===== config.mk =====
export PLATFORM = sky130hd
export DESIGN_NAME = first_fit_heap_allocator
export DESIGN_NICKNAME = d
export VERILOG_FILES = /design/src/rtl/ffha_pkg.sv /design/src/rtl/ffha_ctrl.sv /design/src/rtl/ffha_datapath.sv /design/src/rtl/first_fit_heap_allocator.sv
export VERILOG_INCLUDE_DIRS = /design/src /design/src/rtl
export SDC_FILE = /design/constraint.sdc
export NUM_CORES = 1
export LEC_CHECK = 0
export ABC_AREA = 1
export BUFFER_PORTS_ARGS = -buffer_cell sky130_fd_sc_hd__buf_2
export CAP_MARGIN = 20
export CORE_MARGIN = 4
export CORE_UTILIZATION = 35
export CTS_CLUSTER_DIAMETER = 40
export DETAILED_ROUTE_END_ITERATION = 16
export PLACE_DENSITY = 0.53
export SYNTH_ARGS = -nofsm -noshare
export SYNTH_HDL_FRONTEND = slang
export SYNTH_SLANG_ARGS = --single-unit

===== constraint.sdc =====
create_clock -name aclk -period 7.85 [get_ports aclk]
set_input_delay 1.1775 -clock aclk [delete_from_list [all_inputs] [get_ports aclk]]
set_output_delay 1.1775 -clock aclk [all_outputs]
set_load 0.02 [all_outputs]

===== src/rtl/first_fit_heap_allocator_defines.svh =====
// Assertion macros shared by the allocator RTL files.
// Plain text macros only; no dependencies.
`ifndef FIRST_FIT_HEAP_ALLOCATOR_DEFINES_SVH
`define FIRST_FIT_HEAP_ALLOCATOR_DEFINES_SVH

// Same-cycle implication, disabled while reset is held
`define FFHA_ASSERT_IMP(label, clk, rstn, ante, cons, msg) \
    label: assert property (@(posedge clk) disable iff (!(rstn)) (ante) |-> (cons)) \
        else $error(msg);

// Next-cycle implication, disabled while reset is held
`define FFHA_ASSERT_NXT(label, clk, rstn, ante, cons, msg) \
    label: assert property (@(posedge clk) disable iff (!(rstn)) (ante) |=> (cons)) \
        else $error(msg);

`endif


===== src/rtl/ffha_pkg.sv =====
// Package for the first-fit heap allocator: field widths, codes, table entry
// and controller/datapath interface structs. No dependencies.
`default_nettype none

package ffha_pkg;

    // Fixed field widths
    localparam int START_W  = 20;
    localparam int SIZE_W   = 20;
    localparam int ADDR_W   = 21;
    localparam int LIMIT_W  = 21;
    localparam int EXT_W    = ADDR_W + 1;   // headroom for top + header + size
    localparam int STATUS_W = 3;

    // Stream and register port widths
    localparam int S_TDATA_W = 48;
    localparam int S_TUSER_W = 1;
    localparam int M_TDATA_W = 24;
    localparam int M_TUSER_W = 4;
    localparam int APB_DW    = 32;
    localparam int APB_AW    = 3;

    // Largest heap, and reset value of the limit register
    localparam logic [LIMIT_W-1:0] HEAP_CAP = LIMIT_W'(1048576);

    // Defaults for the top-level parameters
    localparam int DEF_MAX_BLOCKS   = 16;
    localparam int DEF_HEADER_BYTES = 16;

    // Operation selector
    typedef enum logic {
        FUNC_ALLOC   = 1'b0,
        FUNC_RELEASE = 1'b1
    } func_t;

    // Result status codes
    typedef enum logic [STATUS_W-1:0] {
        STS_OK      = 3'd0,
        STS_NULL    = 3'd1,
        STS_LIMIT   = 3'd2,
        STS_FULL    = 3'd3,
        STS_UNKNOWN = 3'd4
    } status_t;

    // Register index of the limit register
    localparam logic REG_HEAP_LIMIT = 1'b0;

    // One block table entry
    typedef struct packed {
        logic [START_W-1:0] start;
        logic [SIZE_W-1:0]  size;
        logic               free;
    } entry_t;

    // Controller state
    typedef enum logic [1:0] {
        ST_IDLE,
        ST_SCAN,
        ST_UPDATE,
        ST_RESP
    } state_t;

    // Controller to datapath
    typedef struct packed {
        logic load;
        logic scan;
        logic update;
        logic respond;
    } ctl_cmd_t;

    // Datapath to controller
    typedef struct packed {
        logic req_null;
        logic scan_hit;
        logic scan_done;
        logic out_free;
    } ctl_sts_t;

endpackage

`default_nettype wire


===== src/rtl/ffha_ctrl.sv =====
// Controller state machine of the allocator: accept, scan, update, respond.
// Depends on ffha_pkg and the assertion macro header.
`default_nettype none
`include "first_fit_heap_allocator_defines.svh"

module ffha_ctrl
    import ffha_pkg::*;
(
    input  wire logic     aclk,
    input  wire logic     aresetn,
    input  wire logic     s_tvalid,
    output logic          s_tready,
    input  wire ctl_sts_t sts,
    output ctl_cmd_t      cmd
);

    state_t state_reg;
    state_t state_next;

    // State register
    always_ff @(posedge aclk) begin
        if (!aresetn) begin
            state_reg <= ST_IDLE;
        end else begin
            state_reg <= state_next;
        end
    end

    // Next state
    always_comb begin
        state_next = state_reg;
        unique case (state_reg)
            ST_IDLE: begin
                if (s_tvalid) state_next = ST_SCAN;
            end
            ST_SCAN: begin
                if (sts.req_null || sts.scan_hit || sts.scan_done) state_next = ST_UPDATE;
            end
            ST_UPDATE: begin
                state_next = ST_RESP;
            end
            ST_RESP: begin
                if (sts.out_free) state_next = ST_IDLE;
            end
            default: begin
                state_next = ST_IDLE;
            end
        endcase
    end

    // Outputs
    always_comb begin
        cmd      = '0;
        s_tready = 1'b0;
        unique case (state_reg)
            ST_IDLE: begin
                s_tready = 1'b1;
                cmd.load = s_tvalid;
            end
            ST_SCAN: begin
                cmd.scan = 1'b1;
            end
            ST_UPDATE: begin
                cmd.update = 1'b1;
            end
            ST_RESP: begin
                cmd.respond = sts.out_free;
            end
            default: begin
                cmd = '0;
            end
        endcase
    end

    `FFHA_ASSERT_IMP(a_resp_slot, aclk, aresetn, cmd.respond, sts.out_free, "result loaded over a waiting word")
    `FFHA_ASSERT_NXT(a_load_scan, aclk, aresetn, cmd.load, state_reg == ST_SCAN, "accepted word not scanned")
    `FFHA_ASSERT_IMP(a_upd_after_scan, aclk, aresetn, state_reg == ST_UPDATE, $past(state_reg) == ST_SCAN, "update without scan")

endmodule

`default_nettype wire


===== src/rtl/ffha_datapath.sv =====
// Datapath of the allocator: block table memory, scan pipeline, heap state,
// limit register with its APB port, and the result register.
// Depends on ffha_pkg and the assertion macro header.
`default_nettype none
`include "first_fit_heap_allocator_defines.svh"

module ffha_datapath
    import ffha_pkg::*;
#(
    parameter int MAX_BLOCKS   = DEF_MAX_BLOCKS,
    parameter int HEADER_BYTES = DEF_HEADER_BYTES
) (
    input  wire logic                 aclk,
    input  wire logic                 aresetn,
    // request word
    input  wire logic [S_TDATA_W-1:0] s_tdata,
    input  wire logic [S_TUSER_W-1:0] s_tuser,
    // result word
    output logic                      m_tvalid,
    input  wire logic                 m_tready,
    output logic [M_TDATA_W-1:0]      m_tdata,
    output logic [M_TUSER_W-1:0]      m_tuser,
    // register port
    input  wire logic                 psel,
    input  wire logic                 penable,
    input  wire logic                 pwrite,
    input  wire logic [APB_AW-1:0]    paddr,
    input  wire logic [APB_DW-1:0]    pwdata,
    output logic [APB_DW-1:0]         prdata,
    output logic                      pready,
    // controller
    input  wire ctl_cmd_t             cmd,
    output ctl_sts_t                  sts
);

    localparam int IDX_W = (MAX_BLOCKS > 1) ? $clog2(MAX_BLOCKS) : 1;
    localparam int CNT_W = $clog2(MAX_BLOCKS + 1);
    localparam logic [CNT_W-1:0] CNT_MAX = CNT_W'(MAX_BLOCKS);
    localparam logic [EXT_W-1:0] HDR_EXT = EXT_W'(HEADER_BYTES);

    // Block table
    entry_t mem [MAX_BLOCKS];

    // Limit register
    logic [LIMIT_W-1:0] limit_reg;

    // Request
    func_t              req_func_reg;
    logic [SIZE_W-1:0]  req_size_reg;
    logic [ADDR_W-1:0]  req_addr_reg;

    // Scan pipeline
    logic [CNT_W-1:0]   scan_idx_reg;
    logic [CNT_W-1:0]   scan_idx_next;
    logic               chk_valid_reg;
    logic               chk_valid_next;
    logic [IDX_W-1:0]   chk_idx_reg;
    entry_t             rd_data_reg;
    logic               exhausted;
    logic               match;
    logic               hit;

    // Captured hit
    logic               found_reg;
    logic [IDX_W-1:0]   hit_idx_reg;
    logic [START_W-1:0] hit_start_reg;
    logic [SIZE_W-1:0]  hit_size_reg;

    // Heap state
    logic [CNT_W-1:0]   count_reg;
    logic [CNT_W-1:0]   count_next;
    logic [ADDR_W-1:0]  top_reg;
    logic [ADDR_W-1:0]  top_next;

    // Pending result
    logic [ADDR_W-1:0]  res_addr_reg;
    logic [ADDR_W-1:0]  res_addr_next;
    status_t            res_status_reg;
    status_t            res_status_next;
    logic               res_reused_reg;
    logic               res_reused_next;

    // Output register
    logic               m_valid_reg;
    logic               m_valid_next;
    logic [ADDR_W-1:0]  m_addr_reg;
    status_t            m_status_reg;
    logic               m_reused_reg;

    // Table write port
    logic               wr_en;
    logic [IDX_W-1:0]   wr_idx;
    entry_t             wr_data;

    // Update arithmetic
    logic [EXT_W-1:0]   lim_ext;
    logic [EXT_W-1:0]   new_end;
    logic [EXT_W-1:0]   hit_end;

    // APB: one register, written on the access cycle
    assign pready = 1'b1;

    always_comb begin
        if (paddr[2] == REG_HEAP_LIMIT) begin
            prdata = APB_DW'(limit_reg);
        end else begin
            prdata = '0;
        end
    end

    always_ff @(posedge aclk) begin
        if (!aresetn) begin
            limit_reg <= HEAP_CAP;
        end else if (psel && penable && pwrite && pready && paddr[2] == REG_HEAP_LIMIT) begin
            limit_reg <= pwdata[LIMIT_W-1:0];
        end
    end

    // Request capture
    always_ff @(posedge aclk) begin
        if (cmd.load) begin
            req_func_reg <= func_t'(s_tuser[0]);
            req_size_reg <= s_tdata[SIZE_W-1:0];
            req_addr_reg <= s_tdata[SIZE_W +: ADDR_W];
        end
    end

    assign sts.req_null = (req_func_reg == FUNC_ALLOC) ? (req_size_reg == '0)
                                                       : (req_addr_reg == '0);

    // Scan: one table read issued per cycle, checked in the cycle after
    assign exhausted = (scan_idx_reg >= count_reg);

    always_comb begin
        scan_idx_next  = scan_idx_reg;
        chk_valid_next = chk_valid_reg;
        if (cmd.load) begin
            scan_idx_next  = '0;
            chk_valid_next = 1'b0;
        end else if (cmd.scan) begin
            chk_valid_next = !exhausted;
            if (!exhausted) scan_idx_next = scan_idx_reg + CNT_W'(1);
        end
    end

    always_ff @(posedge aclk) begin
        if (!aresetn) begin
            scan_idx_reg  <= '0;
            chk_valid_reg <= 1'b0;
        end else begin
            scan_idx_reg  <= scan_idx_next;
            chk_valid_reg <= chk_valid_next;
        end
    end

    always_ff @(posedge aclk) begin
        rd_data_reg <= mem[scan_idx_reg[IDX_W-1:0]];
        if (cmd.scan && !exhausted) chk_idx_reg <= scan_idx_reg[IDX_W-1:0];
    end

    // First-fit test for allocate, address match for release
    always_comb begin
        if (req_func_reg == FUNC_ALLOC) begin
            match = rd_data_reg.free && (rd_data_reg.size >= req_size_reg);
        end else begin
            match = (EXT_W'(rd_data_reg.start) + HDR_EXT) == EXT_W'(req_addr_reg);
        end
    end

    assign hit           = chk_valid_reg && match;
    assign sts.scan_hit  = hit;
    assign sts.scan_done = !chk_valid_reg && exhausted;

    always_ff @(posedge aclk) begin
        if (!aresetn) begin
            found_reg <= 1'b0;
        end else if (cmd.load) begin
            found_reg <= 1'b0;
        end else if (cmd.scan && hit) begin
            found_reg <= 1'b1;
        end
    end

    always_ff @(posedge aclk) begin
        if (cmd.scan && hit) begin
            hit_idx_reg   <= chk_idx_reg;
            hit_start_reg <= rd_data_reg.start;
            hit_size_reg  <= rd_data_reg.size;
        end
    end

    // Table and heap update, result formed alongside
    assign lim_ext = (limit_reg > HEAP_CAP) ? EXT_W'(HEAP_CAP) : EXT_W'(limit_reg);
    assign new_end = EXT_W'(top_reg) + HDR_EXT + EXT_W'(req_size_reg);
    assign hit_end = EXT_W'(hit_start_reg) + HDR_EXT + EXT_W'(hit_size_reg);

    always_comb begin
        count_next      = count_reg;
        top_next        = top_reg;
        res_addr_next   = res_addr_reg;
        res_status_next = res_status_reg;
        res_reused_next = res_reused_reg;
        wr_en           = 1'b0;
        wr_idx          = hit_idx_reg;
        wr_data         = '{start: hit_start_reg, size: hit_size_reg, free: 1'b0};
        if (cmd.update) begin
            res_addr_next   = '0;
            res_reused_next = 1'b0;
            res_status_next = STS_OK;
            if (sts.req_null) begin
                res_status_next = STS_NULL;
            end else if (req_func_reg == FUNC_ALLOC) begin
                priority if (found_reg) begin
                    // reuse a free block
                    wr_en           = 1'b1;
                    res_addr_next   = ADDR_W'(EXT_W'(hit_start_reg) + HDR_EXT);
                    res_reused_next = 1'b1;
                end else if (count_reg >= CNT_MAX) begin
                    res_status_next = STS_FULL;
                end else if (new_end > lim_ext) begin
                    res_status_next = STS_LIMIT;
                end else begin
                    // append at the heap top
                    wr_en         = 1'b1;
                    wr_idx        = count_reg[IDX_W-1:0];
                    wr_data       = '{start: top_reg[START_W-1:0], size: req_size_reg,
                                      free: 1'b0};
                    count_next    = count_reg + CNT_W'(1);
                    top_next      = new_end[ADDR_W-1:0];
                    res_addr_next = ADDR_W'(EXT_W'(top_reg) + HDR_EXT);
                end
            end else begin
                priority if (!found_reg) begin
                    res_status_next = STS_UNKNOWN;
                end else if (hit_end == EXT_W'(top_reg)) begin
                    // top block: drop it and everything after it
                    top_next   = ADDR_W'(hit_start_reg);
                    count_next = CNT_W'(hit_idx_reg);
                end else begin
                    wr_en        = 1'b1;
                    wr_data.free = 1'b1;
                end
            end
        end
    end

    always_ff @(posedge aclk) begin
        if (wr_en) mem[wr_idx] <= wr_data;
    end

    always_ff @(posedge aclk) begin
        if (!aresetn) begin
            count_reg <= '0;
            top_reg   <= '0;
        end else begin
            count_reg <= count_next;
            top_reg   <= top_next;
        end
    end

    always_ff @(posedge aclk) begin
        res_addr_reg   <= res_addr_next;
        res_status_reg <= res_status_next;
        res_reused_reg <= res_reused_next;
    end

    // Output register: holds a word until taken
    assign sts.out_free = !m_valid_reg || m_tready;

    always_comb begin
        m_valid_next = m_valid_reg;
        if (cmd.respond) begin
            m_valid_next = 1'b1;
        end else if (m_tready) begin
            m_valid_next = 1'b0;
        end
    end

    always_ff @(posedge aclk) begin
        if (!aresetn) begin
            m_valid_reg <= 1'b0;
        end else begin
            m_valid_reg <= m_valid_next;
        end
    end

    always_ff @(posedge aclk) begin
        if (cmd.respond) begin
            m_addr_reg   <= res_addr_reg;
            m_status_reg <= res_status_reg;
            m_reused_reg <= res_reused_reg;
        end
    end

    assign m_tvalid = m_valid_reg;
    assign m_tdata  = M_TDATA_W'(m_addr_reg);
    assign m_tuser  = {m_reused_reg, m_status_reg};

    `FFHA_ASSERT_IMP(a_empty_top, aclk, aresetn, count_reg == '0, top_reg == '0, "empty table with nonzero top")
    `FFHA_ASSERT_IMP(a_count_max, aclk, aresetn, 1'b1, count_reg <= CNT_MAX, "entry count beyond table depth")
    `FFHA_ASSERT_IMP(a_hit_in_table, aclk, aresetn, found_reg && cmd.update, CNT_W'(hit_idx_reg) < count_reg, "hit index outside table")

endmodule

`default_nettype wire


===== src/rtl/first_fit_heap_allocator.sv =====
// First-fit heap allocator. Each request word is accepted, then the block
// table is walked one entry per cycle up to the first matching entry or to
// the end of the entries in use (a null request or an empty table ends the
// walk with no entry checked), then the table is updated and the result
// register is loaded, which waits while an earlier result still waits on
// m_tready. The walk is set by the single read port of the block table
// memory. A new request is taken while the previous result waits in the
// output register. s_tuser selects allocate (0) or release (1).
// Top level: instantiates ffha_ctrl and ffha_datapath; depends on ffha_pkg.
`default_nettype none

module first_fit_heap_allocator
    import ffha_pkg::*;
#(
    parameter int MAX_BLOCKS   = DEF_MAX_BLOCKS,
    parameter int HEADER_BYTES = DEF_HEADER_BYTES
) (
    input  wire logic                 aclk,
    input  wire logic                 aresetn,
    // request stream
    input  wire logic                 s_tvalid,
    output logic                      s_tready,
    input  wire logic [S_TDATA_W-1:0] s_tdata,   // [19:0] req_size, [40:20] block_addr
    input  wire logic [S_TUSER_W-1:0] s_tuser,   // [0] func
    // result stream
    output logic                      m_tvalid,
    input  wire logic                 m_tready,
    output logic [M_TDATA_W-1:0]      m_tdata,   // [20:0] result_addr
    output logic [M_TUSER_W-1:0]      m_tuser,   // [2:0] status, [3] reused
    // register port
    input  wire logic                 psel,
    input  wire logic                 penable,
    input  wire logic                 pwrite,
    input  wire logic [APB_AW-1:0]    paddr,
    input  wire logic [APB_DW-1:0]    pwdata,
    output logic [APB_DW-1:0]         prdata,
    output logic                      pready
);

    ctl_cmd_t cmd;
    ctl_sts_t sts;

    ffha_ctrl u_ctrl (
        .aclk     (aclk),
        .aresetn  (aresetn),
        .s_tvalid (s_tvalid),
        .s_tready (s_tready),
        .sts      (sts),
        .cmd      (cmd)
    );

    ffha_datapath #(
        .MAX_BLOCKS   (MAX_BLOCKS),
        .HEADER_BYTES (HEADER_BYTES)
    ) u_datapath (
        .aclk     (aclk),
        .aresetn  (aresetn),
        .s_tdata  (s_tdata),
        .s_tuser  (s_tuser),
        .m_tvalid (m_tvalid),
        .m_tready (m_tready),
        .m_tdata  (m_tdata),
        .m_tuser  (m_tuser),
        .psel     (psel),
        .penable  (penable),
        .pwrite   (pwrite),
        .paddr    (paddr),
        .pwdata   (pwdata),
        .prdata   (prdata),
        .pready   (pready),
        .cmd      (cmd),
        .sts      (sts)
    );

endmodule

`default_nettype wire

==> results of run 1 <==
==> report_power, final <==
group,leakage [nW],switching [mW],internal (mW)
Combinational,6.75,1.02,0.415
Sequential,8.04,0.189,5.50
Clock,2.25,2.21,3.88
Total,17.0,3.42,9.79
==> cell families (layout without fill, tap and decap cells) <==
kind of cell    after synthesis  count (layout)  synth area share
xor+xnor                    107             107            0.0240
simple gates               1225            1225             0.131
flops                       894             894             0.662
other cells                   2              16          0.000192
compound gates              752             752             0.109
buf+inv                     406             663            0.0422
fa+ha+maj                    98              98            0.0318
==> per-stage QoR <==
stage / std cells / utilization / instance area (sq um)
2_1_floorplan: 3497 / - / 39100
3_3_place_gp: 4990 / 0.374 / 41500
3_5_place_dp: 4993 / 0.374 / 41500
4_1_cts: 5234 / 0.416 / 46100
5_1_grt: 5242 / 0.417 / 46200
6_report: 5243 / 0.417 / 46200
==> routing by layer <==
layer  part of all wire  track usage
met1               0.43        0.260
met2               0.46        0.310
met3              0.064       0.0357
met4              0.041       0.0810
met5                  0            0
==> final timing paths <==
path                                              to  slack (ps)  cells past startpoint
setup / recovery    u_datapath.mem[13][14]$_DFFE_PP_        1400                     26
hold / removal    u_datapath.m_addr_reg[0]$_DFFE_PP_         410                      0
setup reg to reg    u_datapath.mem[13][14]$_DFFE_PP_        1400                     26
hold reg to reg   u_datapath.m_addr_reg[0]$_DFFE_PP_         410                      0
==> area by class of cell <==
class                           count  area share
Sequential cell                   894       0.560
Multi-Input combinational cell   2197       0.254
Timing Repair Buffer              197      0.0269
Inverter                          225      0.0185
Clock inverter                     79      0.0230
Clock buffer                      162      0.0772
Antenna cell                        1   0.0000541
Tap cell                         1488      0.0403
==> worst max-delay path: cells and delay by family (launching register included) <==
kind / cells / cell delay (ps)
AOI/OAI and AO/OA: 2 / 730
and+or+nand+nor: 16 / 2910
adders and majority gates: 3 / 910
xor gates and xnor gates: 2 / 430
DFF: 1 / 440
buffers and inverters: 3 / 630
==> placed cells by master, fill, tap and decap left out, types with 12 or more instances in the layout <==
| cell type | synthesis | final |
|---|---|---|
| edfxtp_1 | 796 | 796 |
| nand2_1 | 496 | 496 |
| nor2_1 | 485 | 468 |
| o21ai_0 | 405 | 404 |
| inv_1 | 215 | 211 |
| clkbuf_16 | 0 | 135 |
| nand3_1 | 133 | 133 |
| buf_2 | 9 | 118 |
| o22ai_1 | 107 | 107 |
| a21oi_1 | 102 | 101 |
| ha_1 | 96 | 96 |
| dfxtp_1 | 98 | 95 |
| xor2_1 | 74 | 74 |
| buf_4 | 18 | 72 |
| o221ai_1 | 70 | 70 |
| nand4_1 | 42 | 42 |
| xnor2_1 | 33 | 33 |
| o21ai_1 | 26 | 25 |
| nor2_4 | 4 | 21 |
| clkbuf_1 | 140 | 18 |
| bufinv_16 | 0 | 18 |
| o211ai_1 | 17 | 17 |
| nor3_1 | 16 | 16 |
| conb_1 | 2 | 15 |
| clkinv_2 | 0 | 13 |
| nor4_1 | 12 | 12 |
| inv_6 | 0 | 12 |
| clkinv_4 | 0 | 12 |
==> reports/metrics.cfg, run 1 <==
[outcome]
status=completed

[global_routing]
grt_pass1_vias=25800
gr-total-overflow=0
grt_pass1_wl_um=168000
grt_usage=0.194
antenna_found_initial=2
grt_max_degree=160

[yosys]
syn_area_per_cell_sq_um=11.2
synth-edff-count=796
netlist_area_sq_um=39100
synthFlopType=edfxtp_1
yosysMostFrequentCell=edfxtp_1
ys_seq_area_frac=0.662
synthArstFlopShare=0
synth_commonest_cells=796 x edfxtp_1, 496 x nand2_1, 485 x nor2_1
synth_top_cell_by_area=edfxtp_1
synth.distinct_cells=48
synth_warnings=0
ys_ff_latch=894
synth_top_area_share=0.612
post_synth_inst_count=3484
yosys-top-cells-area=edfxtp_1 61%, o21ai_0 5.2%, dfxtp_1 5.0%

[sta]
slew_viol_final=0
fin_worst_skew_ps=27.9
rsz0062_at_grt=false
finalCriticalPeriod_ps=6450
hold_slack_ps=409
finalSetupTns_ps=0
fmax_mhz=155
worstMarginPinSlew_ps=1160
max_slew_margin=0.218
timing.final.crit_share=0.822
fin_ws_ps=1400
final-setup-viol-count=0
finalHoldViolations=0

[finish]
fin_nets=3834
drive_gt1_frac=0.129
multi_input_area_sq_um=11800
regArea_sq_um=25900
area.growth.synth_to_final_pct=18.3
fillers=10500
largest_reg_flops=656

[min_path]
worstHoldStart=u_datapath.res_addr_reg[0]$_SDFFCE_PP0P_
min_path_type=register to register

[die]
std_cell_rows=122
io_pins=154
die_w_um=342
die_area_sq_um=117000
initial_core_util=0.353
core_area_sq_um=111000
die_y_um=342

[critical_path]
worstSetupPathType=register to register
slowest_stage=nor2_4
end_kind=register
startpoint_type=register
critPathLaunch=u_datapath.top_reg[4]$_SDFFE_PN0P_
cp.required_ps=8210
worstPathMaxFanout=41
max_stage_delay_ps=580
crit_arrival_ps=6820
timing.rr.start=u_datapath.top_reg[4]$_SDFFE_PN0P_
cp_common_cell=nand3_1

[clocking]
htree_levels=4
clockBufferDepth=3
clock-sinks=894
cts_hold_buf=0
clockRootBuffer=clkbuf_16
path_clk_slew_ps=50
numCtsBuffers=130
cts_tree=yes
post_cts_buffers=0
ctsResizeCount=0
clk_latency_ps=730

[power]
power_mw=13.2
power.leakage_nw=17.0
vdd_drop_max_mv=0.186
power_per_cell_area_nw_per_um2=286

[routing]
drt_wl_total_um=116000
drt_first_pass_iters=6
antenna_left=0
wire_per_inst_um=22.0
via_count=27000
drtIter0Drc=2480
drc=0
via_per_inst=5.15

[placement]
dp_slack_ps=1330
dpl.hpwl_um=71200
io_buffer_count=118
gp_congestion=0.948

[flow_run]
maxCapViolations=0

(Power assumes the default switching activity.)
==> inputs of run 2 (changes only) <==
--- a/config.mk
+++ b/config.mk
@@ -13,7 +13,7 @@
 export CORE_UTILIZATION = 35
 export CTS_CLUSTER_DIAMETER = 40
 export DETAILED_ROUTE_END_ITERATION = 16
-export PLACE_DENSITY = 0.53
+export PLACE_DENSITY = 0.55
 export SYNTH_ARGS = -nofsm -noshare
 export SYNTH_HDL_FRONTEND = slang
 export SYNTH_SLANG_ARGS = --single-unit
==> constraint.sdc (replaced) <==
create_clock -name aclk -period 5.8 [get_ports aclk]
set_input_delay 0.87 -clock aclk [delete_from_list [all_inputs] [get_ports aclk]]
set_output_delay 0.87 -clock aclk [all_outputs]
set_load 0.02 [all_outputs]
==> reports/metrics.cfg, run 2 (synthesis gave the netlist of run 1 again) <==
[outcome]
status=completed

[placement]
dpl_cell_area_sq_um=42100  ; +1.4%
dp_slack_ps=158  ; -1170 ps
dp.cells=5032  ; +0.78%
dpl.hpwl_um=72000  ; +1.1%
gp_congestion=0.967  ; +2.0%
io_buffer_count=118  ; unchanged

[critical_path]
crit_arrival_ps=5800  ; -1020 ps
worstPathMaxFanout=15  ; -63%
critPathLaunch=u_datapath.top_reg[8]$_SDFFE_PN0P_
cp_common_cell=nand3_1
timing.rr.start=u_datapath.top_reg[8]$_SDFFE_PN0P_
cp.required_ps=6160  ; -2050 ps
rr_worst_depth=27  ; +3.8%
startpoint_type=register
worstSetupPathType=register to register
max_stage_delay_ps=410  ; -170 ps
end_kind=register
slowest_stage=dfxtp_1

[power]
power_per_cell_area_nw_per_um2=361  ; +26%
p_sw_mw=4.51  ; +32%
seq_power_share=0.458  ; +0.027
power_mw=16.8  ; +27%
pwr-share-comb=0.122  ; +0.014
clkPwrFrac=0.421  ; -0.040
vdd_drop_max_mv=0.258  ; +39%
power.leakage_nw=17.1  ; +0.29%
internal_power_mw=12.3  ; +25%
p_sw_frac=0.269  ; +0.0100

[die]
die_y_um=342  ; unchanged
die_area_sq_um=117000  ; unchanged
initial_core_util=0.353  ; unchanged
core_area_sq_um=111000  ; unchanged
std_cell_rows=122  ; unchanged
die_w_um=342  ; unchanged
io_pins=154  ; unchanged

[sta]
finalHoldViolations=0  ; unchanged
final-setup-viol-count=0  ; unchanged
timing.final.crit_share=0.938  ; +0.116
rsz0062_at_grt=false
slew_viol_final=0  ; unchanged
fin_worst_skew_ps=35.3  ; +7.44 ps
fmax_mhz=184  ; +19%
finalCriticalPeriod_ps=5440  ; -1010 ps
fin_ws_ps=358  ; -1040 ps
max_slew_margin=0.319  ; +0.100
hold_slack_ps=360  ; -48.7 ps
worstMarginPinSlew_ps=1020  ; -144 ps

[min_path]
holdPathStages=1  ; +1
min_path_type=input pin to register
worstHoldStart=s_tdata[0]

[finish]
antenna_cells=0  ; -1
layout_commonest_cell=edfxtp_1
fillers=10400  ; -0.79%
drive_gt1_frac=0.138  ; +0.00921
regArea_sq_um=25900  ; about the same
largest_reg_flops=656  ; unchanged
instances_no_fill=5274  ; +0.59%
final_area_sq_um=46500  ; +0.63%
multi_input_area_sq_um=11800  ; +0.65%
area.growth.synth_to_final_pct=19.0
fin_nets=3875  ; +1.1%
final_cell_mix=796 x edfxtp_1, 492 x nand2_1, 467 x nor2_1

[clocking]
cts_tree=yes
clockBufferDepth=3  ; unchanged
path_clk_slew_ps=60  ; about the same
cts_hold_buf=0  ; unchanged
numCtsBuffers=114  ; -12%
clk_latency_ps=690  ; -40 ps
clock-sinks=894  ; unchanged
htree_levels=3  ; -1
clockRootBuffer=clkbuf_16

[routing]
drt_wl_total_um=119000  ; +3.2%
drt_first_pass_iters=5  ; -1
drc=0  ; unchanged
antenna_left=0  ; unchanged
wire_per_inst_um=22.6  ; +2.6%
via_count=27500  ; +1.8%
drtIter0Drc=2502  ; +0.89%
via_per_inst=5.21  ; +1.2%

[global_routing]
grt_usage=0.192  ; -0.00222
gr-total-overflow=0  ; unchanged
grt_pass1_wl_um=168000  ; +0.26%
antenna_found_initial=1  ; -1
grt_pass1_vias=25800  ; +0.24%
grt_max_degree=187  ; +17%

[flow_run]
maxCapViolations=0  ; unchanged

## run 2: changes by cell type in the layout (fill, tap and decap cells not counted), sizes merged
cell | before | now
clkbuf | 164 | 153
bufinv | 18 | 9
nand3 | 140 | 141
diode | 1 | 0
clkinvlp | 6 | 12
buf | 195 | 241
inv | 241 | 246
clkinv | 39 | 33
## run 2: critical path, delay by kind of cell, from the launching register on
| kind | cells | cell delay, ps |
|---|---|---|
| flops | 1 | 410 |
| fa+ha+maj | 2 | 650 |
| compound gates | 2 | 600 |
| buf+inv | 4 | 510 |
| simple gates | 17 | 2450 |
| xor+xnor | 2 | 420 |
## run 2: timing repair
item	CTS	global route
gates resized for setup	0	24
buffers inserted	0	7
endpoints found under the setup margin	0	720
## run 2: path summary, 6_finish.rpt
check	slack, ps	endpoint
hold / removal	360	u_datapath.req_size_reg[0]$_DFFE_PP_
setup reg to reg	360	u_datapath.mem[4][12]$_DFFE_PP_
hold reg to reg	410	u_datapath.hit_idx_reg[0]$_DFFE_PP_
setup / recovery	360	u_datapath.mem[4][12]$_DFFE_PP_
## run 2: stage by stage
| stage | TNS (ps) | util |
|---|---|---|
| 6_report | 0 | 0.420 |
| 2_1_floorplan | -137190 | - |
| 3_5_place_dp | 0 | 0.380 |
| 4_1_cts | 0 | 0.414 |
| 3_3_place_gp | 0 | 0.380 |
| 5_1_grt | 0 | 0.420 |
## run 2: final cells by class
class,instances,share of cell area
Sequential cell,894,0.556
Multi-Input combinational cell,2198,0.254
Inverter,225,0.0185
Tap cell,1488,0.0400
Clock buffer,141,0.0659
Clock inverter,75,0.0170
Timing Repair Buffer,253,0.0480
## run 2: metal layers
layer / GRT usage / wire length, um
met1: 0.252 / 49800
met2: 0.315 / 56000
met3: 0.0307 / 8270
met4: 0.0821 / 5150
met5: 0 / 15
## run 2: power by group through the flow
stage | combinational, mW | sequential [mW] | clock (mW)
2_1_floorplan | 1.27 | 7.69 | 0
3_3_place_gp | 1.98 | 7.80 | 0
3_5_place_dp | 2.00 | 7.80 | 0
4_1_cts | 2.01 | 7.67 | 7.19
5_1_grt | 2.27 | 7.68 | 7.46
6_report | 2.04 | 7.67 | 7.06
